[src/rtl/mpct_pkg.sv]
package mpct_pkg;

  // Coordinate range: both axes saturate to 0 .. CoordMax
  localparam int unsigned CoordBits = 12;
  localparam int unsigned SumBits   = CoordBits + 2;
  localparam logic [CoordBits-1:0] CoordMax = {CoordBits{1'b1}};

  // Operation codes carried on the input tuser
  localparam logic OpByte   = 1'b0;
  localparam logic OpSetPos = 1'b1;

  // Position of the next byte within a packet
  localparam logic [1:0] IdxHeader = 2'd0;
  localparam logic [1:0] IdxDeltaX = 2'd1;
  localparam logic [1:0] IdxDeltaY = 2'd2;

  // Header bit that marks the first byte of a packet, and the button bits
  localparam logic [7:0] SyncMask   = 8'h08;
  localparam logic [2:0] ButtonMask = 3'h7;

  typedef struct packed {
    logic                 operation;
    logic [7:0]           data_byte;
    logic [CoordBits-1:0] new_x;
    logic [CoordBits-1:0] new_y;
  } item_t;

  typedef struct packed {
    logic [CoordBits-1:0] cursor_x;
    logic [CoordBits-1:0] cursor_y;
    logic [2:0]           button_bits;
    logic                 packet_done;
    logic                 byte_dropped;
  } result_t;

  // Saturate a signed sum to the coordinate range
  function automatic logic [CoordBits-1:0] clamp_coord(input logic signed [SumBits-1:0] v);
    logic [CoordBits-1:0] r;
    if (v < $signed({SumBits{1'b0}})) begin
      r = '0;
    end else if (v > $signed({2'b00, CoordMax})) begin
      r = CoordMax;
    end else begin
      r = v[CoordBits-1:0];
    end
    return r;
  endfunction

endpackage

[src/rtl/mpct_in_reg.sv]
module mpct_in_reg
  import mpct_pkg::*;
(
  input  logic  clk_i,
  input  logic  rst_ni,
  input  logic  valid_i,
  output logic  ready_o,
  input  item_t item_i,
  input  logic  advance_i,
  output logic  valid_o,
  output item_t item_o
);

  logic  valid_q;
  item_t item_q;

  // Take a new transaction when empty or when the held one moves on
  assign ready_o = !valid_q || advance_i;

  always_ff @(posedge clk_i or negedge rst_ni) begin
    if (!rst_ni) begin
      valid_q <= 1'b0;
    end else if (ready_o) begin
      valid_q <= valid_i;
    end
  end

  // Hold the payload until it is consumed
  always_ff @(posedge clk_i) begin
    if (ready_o && valid_i) begin
      item_q <= item_i;
    end
  end

  assign valid_o = valid_q;
  assign item_o  = item_q;

endmodule

[src/rtl/mpct_core.sv]
module mpct_core
  import mpct_pkg::*;
(
  input  logic    clk_i,
  input  logic    rst_ni,
  input  logic    advance_i,
  input  item_t   item_i,
  output result_t result_o
);

  logic [1:0]           byte_index_q, byte_index_d;
  logic [7:0]           header_q, header_d;
  logic [7:0]           delta_x_q, delta_x_d;
  logic [CoordBits-1:0] pos_x_q, pos_x_d;
  logic [CoordBits-1:0] pos_y_q, pos_y_d;
  logic [2:0]           buttons_q, buttons_d;
  logic                 done;
  logic                 dropped;
  logic signed [SumBits-1:0] sum_x;
  logic signed [SumBits-1:0] sum_y;

  // Apply the stored X delta and the negated incoming Y delta
  assign sum_x = $signed({2'b00, pos_x_q})
               + $signed({{(SumBits-8){delta_x_q[7]}}, delta_x_q});
  assign sum_y = $signed({2'b00, pos_y_q})
               - $signed({{(SumBits-8){item_i.data_byte[7]}}, item_i.data_byte});

  // Next state for one transaction
  always_comb begin
    byte_index_d = byte_index_q;
    header_d     = header_q;
    delta_x_d    = delta_x_q;
    pos_x_d      = pos_x_q;
    pos_y_d      = pos_y_q;
    buttons_d    = buttons_q;
    done         = 1'b0;
    dropped      = 1'b0;
    if (item_i.operation == OpSetPos) begin
      pos_x_d = item_i.new_x;
      pos_y_d = item_i.new_y;
    end else begin
      case (byte_index_q)
        IdxDeltaX: begin
          delta_x_d    = item_i.data_byte;
          byte_index_d = IdxDeltaY;
        end
        IdxDeltaY: begin
          byte_index_d = IdxHeader;
          buttons_d    = header_q[2:0] & ButtonMask;
          pos_x_d      = clamp_coord(sum_x);
          pos_y_d      = clamp_coord(sum_y);
          done         = 1'b1;
        end
        default: begin
          // Drop a first byte without the sync bit to resynchronise
          if ((item_i.data_byte & SyncMask) != 8'h00) begin
            header_d     = item_i.data_byte;
            byte_index_d = IdxDeltaX;
          end else begin
            byte_index_d = IdxHeader;
            dropped      = 1'b1;
          end
        end
      endcase
    end
  end

  always_ff @(posedge clk_i or negedge rst_ni) begin
    if (!rst_ni) begin
      byte_index_q <= IdxHeader;
      header_q     <= '0;
      delta_x_q    <= '0;
      pos_x_q      <= '0;
      pos_y_q      <= '0;
      buttons_q    <= '0;
    end else if (advance_i) begin
      byte_index_q <= byte_index_d;
      header_q     <= header_d;
      delta_x_q    <= delta_x_d;
      pos_x_q      <= pos_x_d;
      pos_y_q      <= pos_y_d;
      buttons_q    <= buttons_d;
    end
  end

  always_comb begin
    result_o.cursor_x     = pos_x_d;
    result_o.cursor_y     = pos_y_d;
    result_o.button_bits  = buttons_d;
    result_o.packet_done  = done;
    result_o.byte_dropped = dropped;
  end

endmodule

[src/rtl/mpct_out_reg.sv]
module mpct_out_reg
  import mpct_pkg::*;
(
  input  logic    clk_i,
  input  logic    rst_ni,
  input  logic    load_i,
  input  result_t result_i,
  input  logic    ready_i,
  output logic    valid_o,
  output result_t result_o
);

  logic    valid_q;
  result_t result_q;

  // Fill on load, empty when the downstream side takes the transaction
  always_ff @(posedge clk_i or negedge rst_ni) begin
    if (!rst_ni) begin
      valid_q <= 1'b0;
    end else if (load_i) begin
      valid_q <= 1'b1;
    end else if (ready_i) begin
      valid_q <= 1'b0;
    end
  end

  always_ff @(posedge clk_i) begin
    if (load_i) begin
      result_q <= result_i;
    end
  end

  assign valid_o  = valid_q;
  assign result_o = result_q;

endmodule

[src/rtl/mouse_packet_cursor_tracker_top.sv]
// Pipeline: the input transaction is held in the input register, and its result is
// registered in the result register before it is offered downstream.
// Throughput: one transaction per cycle unless the output stalls; the per-byte update
// is a single pass of add-and-saturate logic between the input and result registers.
// Reset: asynchronous, active low; clears the byte index, stored header and X delta,
// cursor position and buttons to zero, and empties both registers.
module mouse_packet_cursor_tracker_top
  import mpct_pkg::*;
(
  input  logic        clk_i,
  input  logic        rst_ni,
  input  logic        s_axis_tvalid_i,
  output logic        s_axis_tready_o,
  // [7:0] data_byte, [19:8] new_x, [31:20] new_y
  input  logic [31:0] s_axis_tdata_i,
  // [0] operation
  input  logic        s_axis_tuser_i,
  output logic        m_axis_tvalid_o,
  input  logic        m_axis_tready_i,
  // [11:0] cursor_x, [23:12] cursor_y, [26:24] button_bits, [31:27] zero
  output logic [31:0] m_axis_tdata_o,
  // [0] packet_done, [1] byte_dropped
  output logic [1:0]  m_axis_tuser_o
);

  item_t   item_in;
  item_t   item_q;
  result_t result_next;
  result_t result_q;
  logic    in_valid;
  logic    out_valid;
  logic    advance;

  always_comb begin
    item_in.operation = s_axis_tuser_i;
    item_in.data_byte = s_axis_tdata_i[7:0];
    item_in.new_x     = s_axis_tdata_i[19:8];
    item_in.new_y     = s_axis_tdata_i[31:20];
  end

  // Move the held item on when the result register is free or draining
  assign advance = in_valid && (!out_valid || m_axis_tready_i);

  mpct_in_reg u_in_reg (
    .clk_i     (clk_i),
    .rst_ni    (rst_ni),
    .valid_i   (s_axis_tvalid_i),
    .ready_o   (s_axis_tready_o),
    .item_i    (item_in),
    .advance_i (advance),
    .valid_o   (in_valid),
    .item_o    (item_q)
  );

  mpct_core u_core (
    .clk_i     (clk_i),
    .rst_ni    (rst_ni),
    .advance_i (advance),
    .item_i    (item_q),
    .result_o  (result_next)
  );

  mpct_out_reg u_out_reg (
    .clk_i    (clk_i),
    .rst_ni   (rst_ni),
    .load_i   (advance),
    .result_i (result_next),
    .ready_i  (m_axis_tready_i),
    .valid_o  (out_valid),
    .result_o (result_q)
  );

  assign m_axis_tvalid_o = out_valid;
  assign m_axis_tdata_o  = {5'b0, result_q.button_bits, result_q.cursor_y, result_q.cursor_x};
  assign m_axis_tuser_o  = {result_q.byte_dropped, result_q.packet_done};

`ifndef ASSERT_OFF
  // A completed packet and a dropped byte never come from the same transaction
  assert property (@(posedge clk_i) disable iff (!rst_ni)
    m_axis_tvalid_o |-> !(m_axis_tuser_o[0] && m_axis_tuser_o[1]))
    else $error("packet_done and byte_dropped both set");

  // An item that moves on always lands in the result register
  assert property (@(posedge clk_i) disable iff (!rst_ni)
    advance |=> out_valid)
    else $error("advanced item lost");

  // Back-pressure only when both registers are full and the output is stalled
  assert property (@(posedge clk_i) disable iff (!rst_ni)
    !s_axis_tready_o |-> (in_valid && out_valid && !m_axis_tready_i))
    else $error("input stalled without cause");
`endif

endmodule
[config.mk]
export PLATFORM = sky130hd
export DESIGN_NAME = mouse_packet_cursor_tracker_top
export DESIGN_NICKNAME = d
export VERILOG_FILES = /design/src/rtl/mpct_pkg.sv /design/src/rtl/mpct_in_reg.sv /design/src/rtl/mpct_core.sv /design/src/rtl/mpct_out_reg.sv /design/src/rtl/mouse_packet_cursor_tracker_top.sv
export SDC_FILE = /design/constraint.sdc
export NUM_CORES = 1
export LEC_CHECK = 0
export ABC_AREA = 1
export BUFFER_PORTS_ARGS = -buffer_cell sky130_fd_sc_hd__buf_2
export CORE_ASPECT_RATIO = 0.5
export CORE_MARGIN = 2
export CORE_UTILIZATION = 55
export CTS_CLUSTER_DIAMETER = 150
export DETAILED_ROUTE_END_ITERATION = 7
export PLACE_DENSITY = 0.77
export SYNTH_ARGS = -nofsm -noshare
export SYNTH_HDL_FRONTEND = slang
export SYNTH_SLANG_ARGS = --single-unit
[constraint.sdc]
create_clock -name clk_i -period 2.95 [get_ports clk_i]
set_input_delay 0.295 -clock clk_i [delete_from_list [all_inputs] [get_ports clk_i]]
set_output_delay 0.295 -clock clk_i [all_outputs]
set_load 0.01 [all_outputs]
# Word level (Yosys, flattened, before mapping)
# Index checks and enable logic that the tools add are counted.
# totals
register_bits,104
input_bits,37
output_inout_bits,36
wordCells,55
# op_classes
add_sub_neg,2
order_cmp,4
n_eq_ne,2
n_mux,16
bitwise,2
n_reduce_logical,12
# op_table
operator,count
$mux W12,8
$gt A14 B13 Y1 const B,2
$lt A14 B1 Y1 const B,2
$add A13 B8 Y14,1
$sub A13 B8 Y14,1
$mux W3,2
$mux W1,5
$pmux W2 S2,1
$reduce_and A4 Y1,1
$reduce_and A3 Y1,1
$reduce_or A3 Y1,1
$eq A2 B1 Y1 const B,1
$eq A2 B2 Y1 const B,1
$logic_and A1 B1 Y1,2
$logic_not A1 Y1,2
$logic_or A1 B1 Y1,2
$not A1 Y1,2
$reduce_and A2 Y1,1
$reduce_bool A2 Y1,1
$reduce_or A2 Y1,1

# Longest topological paths before layout
# logic_depth
word_depth,6
ltp_mapped,18
ltp_nobuf,17

# Hierarchy
# From an unflattened synthesis, not the netlist that was laid out.
# unflattened
hier_cells,693
area_unflattened_um2,5825.6
# by_module_without_submodules
module,n_inst,cells_per_inst,area_each_um2,seq_area_each_um2
mpct_core,1,611,3821.2,1001.0
mpct_in_reg,1,39,1036.0,1016.0
mpct_out_reg,1,34,910.9,895.9
mouse_packet_cursor_tracker_top,1,9,57.6,0.0

# Worst setup path after synthesis
# No wires, ideal clock.
# synth_path
path_kind,register to register
from,"register, netlist name u_in_reg.item_o[31]"
to,"register, netlist name u_out_reg.result_o[7]"
setup_time_ps,260
arrival_time_ps,1883
required_time_ps,2690
setup_slack_ps,807
path_stages_with_launch,16
n_path_buf,1
synth_period_minus_slack_ps,2143
path_cell_list,edfxtp_1 -> inv_1 -> ha_1 -> nand2_1 -> inv_1 -> nand2_1 -> nand2_1 -> a21oi_2 -> nand2_2 -> nand2_2 -> nand2_2 -> nand2_2 -> buf_6 -> nand2_2 -> nand2_2 -> nand2_2

==> flow_metrics.py <==
metrics = {
    "pwr": {
        "power.leakage_uw": 0.003079,
        "irDropWorstVdd_v": 0.0004158,
        "p_clk_share_pct": 18.5,
        "switching_share_pct": 40.89,
        "seqPwrFrac_pct": 34.7,
        "p_total_uw": 6466,
        "power_switching_uw": 2644,
        "p_int_uw": 3822,
        "p_comb_share_pct": 46.8,
        "p_per_area_nw_per_um2": 1002,
    },
    "placement": {
        "place_congestion": 0.9180,
        "hpwl_um": 8389,
        "placed_cell_area_sq_um": 6147,
        "port_buffers": 67,
    },
    "route": {
        "wl_per_cell_um": 14.22,
        "drt_iter0_drc": 316,
        "drt-total-wl_um": 11740,
        "antenna_left": 0,
        "vias": 4156,
        "route.detailed.drc": 0,
        "avgViaCountPerCell": 5.031,
        "first_pass_iters": 5,
    },
    "layout": {
        "fin_area_sq_um": 6452,
        "drive_gt1_share_pct": 25.51,
        "final_util_pct": 63.57,
        "n_antenna_cell": 0,
        "syn2layout_area_growth_pct": 13.12,
        "nNetsFinal": 748,
    },
    "logic_synthesis": {
        "yosys.area_share.simple_pct": 25.29,
        "ys_ff_latch": 104,
        "synth_async_sr_flop_share_pct": 40.38,
        "ys_types": 36,
        "synth_compound_area_share_pct": 8.160,
        "synth_fa_ha_area_share_pct": 6.844,
        "synth_common_cells": "174 x nand2_1, 74 x nand2_2, 62 x edfxtp_1",
        "synth.most_common_cell": "nand2_1",
        "muxShareOfSynthArea_pct": 0,
        "synth_area_sq_um": 5704,
        "synth-edff-count": 62,
        "synth_flop_cell": "edfxtp_1",
        "synthCells": 613,
        "yosysWarnings": 0,
        "synth_top_area_share_pct": 32.64,
        "synth_top_family_by_area": "simple AND/OR/NAND/NOR gates",
        "netlist.top_cell.by_area": "edfxtp_1",
        "seq_area_frac_synth_pct": 51.06,
        "synthXorXnorAreaFrac_pct": 2.303,
        "avgSynthCellArea_sq_um": 9.305,
        "yosys-top-cells-area": "edfxtp_1 33%, dfrtp_1 18%, nand2_1 11%, nand2_2 8.1%, ha_1 6.1%",
    },
    "sta": {
        "maxSlewViolCount": 0,
        "clock.fmax_mhz": 393.9,
        "setup_viol": 0,
        "rsz0062_at_grt": "false",
        "finalSetupTns_ns": 0,
        "final-hold-violation-count": 0,
        "fin_crit_ns": 2.539,
        "worstMarginPinSlew_ns": 1.065,
        "hold-worst-slack_ns": 0.1203,
        "slew_headroom_pct": 28.98,
        "min_period_over_period_pct": 86.07,
        "clock_skew_ns": 0.008803,
    },
    "setup_path": {
        "required_ns": 3.23,
        "critPathCaptureType": "register",
        "r2r_cells": 13,
        "path_buf_inv": 2,
        "critPathMaxStageDelay_ns": 0.49,
        "crit_family": "simple AND/OR/NAND/NOR gates",
        "path_common_cell": "nand2_1",
        "crit_chain": "inv_1 -> ha_1 -> nand2_1 -> inv_1 -> nand2_1 -> nand2_1 -> a21oi_2 -> nand3_2 -> a21oi_4 -> nand2_1 -> nand2_1 -> nand2_1 -> nand2_1",
        "crit_fanout": 12,
        "startpoint_type": "register",
        "crit_slowest_cell": "a21oi_4",
        "reg2reg_to": "u_core.pos_y_q[11]$_DFFE_PN0P_",
        "ff2ff_setup_slack_ns": 0.41,
        "rr_startpoint": "u_in_reg.item_o[31]$_DFFE_PP_",
        "critPathKind": "register to register",
        "arrival_ns": 2.82,
    },
    "die": {
        "rows": 26,
        "die_w_um": 148.0,
        "die_area_sq_um": 11250,
        "die_h_um": 76.01,
        "ios": 73,
        "start_util_pct": 56.20,
        "core_sq_um": 10150,
    },
    "clock_network": {
        "cts_sinks": 104,
        "postCtsSetupBuffers": 0,
        "holdBufCountCts": 0,
        "cts-root-buf": "clkbuf_16",
        "cts_made_buffers": 9,
        "cts_max_path_buffers": 2,
        "h-tree-depth": 3,
        "clock_latency_ns": 0.34,
        "cts_tree": "yes",
        "clk_pin_slew_ns": 0.06,
        "cts_resized": 0,
    },
    "global_routing": {
        "grt_pass1_wl_um": 19560,
        "grt.total_usage_pct": 22.22,
        "grt_pass1_vias": 4043,
        "grt_max_degree": 43,
        "antenna_found_initial": 0,
        "grt_overflow": 0,
    },
    "run": {
        "drv_cap": 0,
    },
    "status": {
        "status": "finished clean",
    },
    "min_path": {
        "hp-class": "input port to asynchronous set/reset pin",
    },
}
## layout make-up
type | instances | area, sq um
Clock buffer | 15 | 300.3
Fill cell | 832 | 3697
Multi-Input combinational cell | 435 | 2449
Inverter | 58 | 217.7
Timing Repair Buffer | 73 | 392.9
Clock inverter | 1 | 5.005
Tap cell | 140 | 175.2
Sequential cell | 104 | 2913
## worst reg2reg max path: stages (launching register included)
cell	delay [ns]
edfxtp_1	0.41
inv_1	0.26
ha_1	0.33
nand2_1	0.14
inv_1	0.05
nand2_1	0.06
nand2_1	0.07
a21oi_2	0.18
nand3_2	0.12
a21oi_4	0.49
nand2_1	0.13
nand2_1	0.11
nand2_1	0.06
nand2_1	0.08
## worst max-delay path by stage
stage	startpoint	to	slack (ns)	cells past startpoint
2_1_floorplan	u_in_reg.item_o[31]$_DFFE_PP_	u_out_reg.result_o[7]$_DFFE_PP_	0.81	15
3_3_place_gp	u_in_reg.item_o[31]$_DFFE_PP_	u_out_reg.result_o[16]$_DFFE_PP_	0.54	14
3_5_place_dp	u_in_reg.item_o[31]$_DFFE_PP_	u_core.pos_y_q[11]$_DFFE_PN0P_	0.43	13
4_1_cts	u_in_reg.item_o[31]$_DFFE_PP_	u_core.pos_y_q[11]$_DFFE_PN0P_	0.40	13
5_1_grt	u_in_reg.item_o[31]$_DFFE_PP_	u_core.pos_y_q[11]$_DFFE_PN0P_	0.18	13
6_report	u_in_reg.item_o[31]$_DFFE_PP_	u_core.pos_y_q[11]$_DFFE_PN0P_	0.41	13
## registers in the layout, summed over array words and instances, names as in the netlist
signal               count
u_in_reg.item_o         33
u_out_reg.result_o      29
u_core.pos_x_q          12
u_core.pos_y_q          12
u_core.delta_x_q         8
u_core.buttons_q         3
u_core.header_q          3
u_core.byte_index_q      2
u_in_reg.valid_o         1
u_out_reg.valid_o        1
## logic make-up (layout without fill, tap and decap cells)
kind of cell | after synthesis | in the layout
AND/OR/NAND/NOR | 314 | 314
flip-flops | 104 | 104
buffers and inverters | 78 | 147
AO/OA/AOI/OAI | 71 | 71
adder cells (fa/ha/maj) | 30 | 30
XOR/XNOR | 15 | 15
other | 1 | 5
## stage by stage
stage	worst slack (ns)	std cells
after floorplan	0.8071	617
after global placement	0.5389	810
after detailed placement	0.4348	810
after CTS	0.4014	826
after global routing	0.1800	826
final	0.4110	826
## power by group through the flow
stage	clock, uW	combinational, uW	sequential, uW
CTS	1220	3040	2240
global route	1290	3430	2290
finish	1190	3030	2250
global placement	0	2950	2260
floorplan	0	2430	2240
detailed placement	0	3020	2270
## placed cells by master, fill, tap and decap left out, types with 2 or more instances in the layout
cell	n
o21ai_0	26
conb_1	5
buf_2	67
nand2_2	74
buf_4	5
fa_1	2
a21oi_4	3
xnor2_1	10
clkbuf_1	3
inv_1	55
a21oi_1	12
xor2_1	5
and2_1	3
ha_1	28
o21bai_1	2
inv_2	2
nand2_1	174
a21oi_2	2
dfrtp_1	42
nand3_2	3
nor2_2	3
clkbuf_16	11
nand3_1	14
nor2_1	33
nand4_1	4
nor3_1	2
a22oi_1	24
edfxtp_1	62
## per-layer routing
metal	global-route usage, %	wire length [um]	vias up
met1	31.79	5738	1939
met2	35.09	5441	83
met3	4.611	465	11
met5	0	0	-
met4	5.524	99	0
li1	-	-	2123
Power figures use the tool's default switching activity.
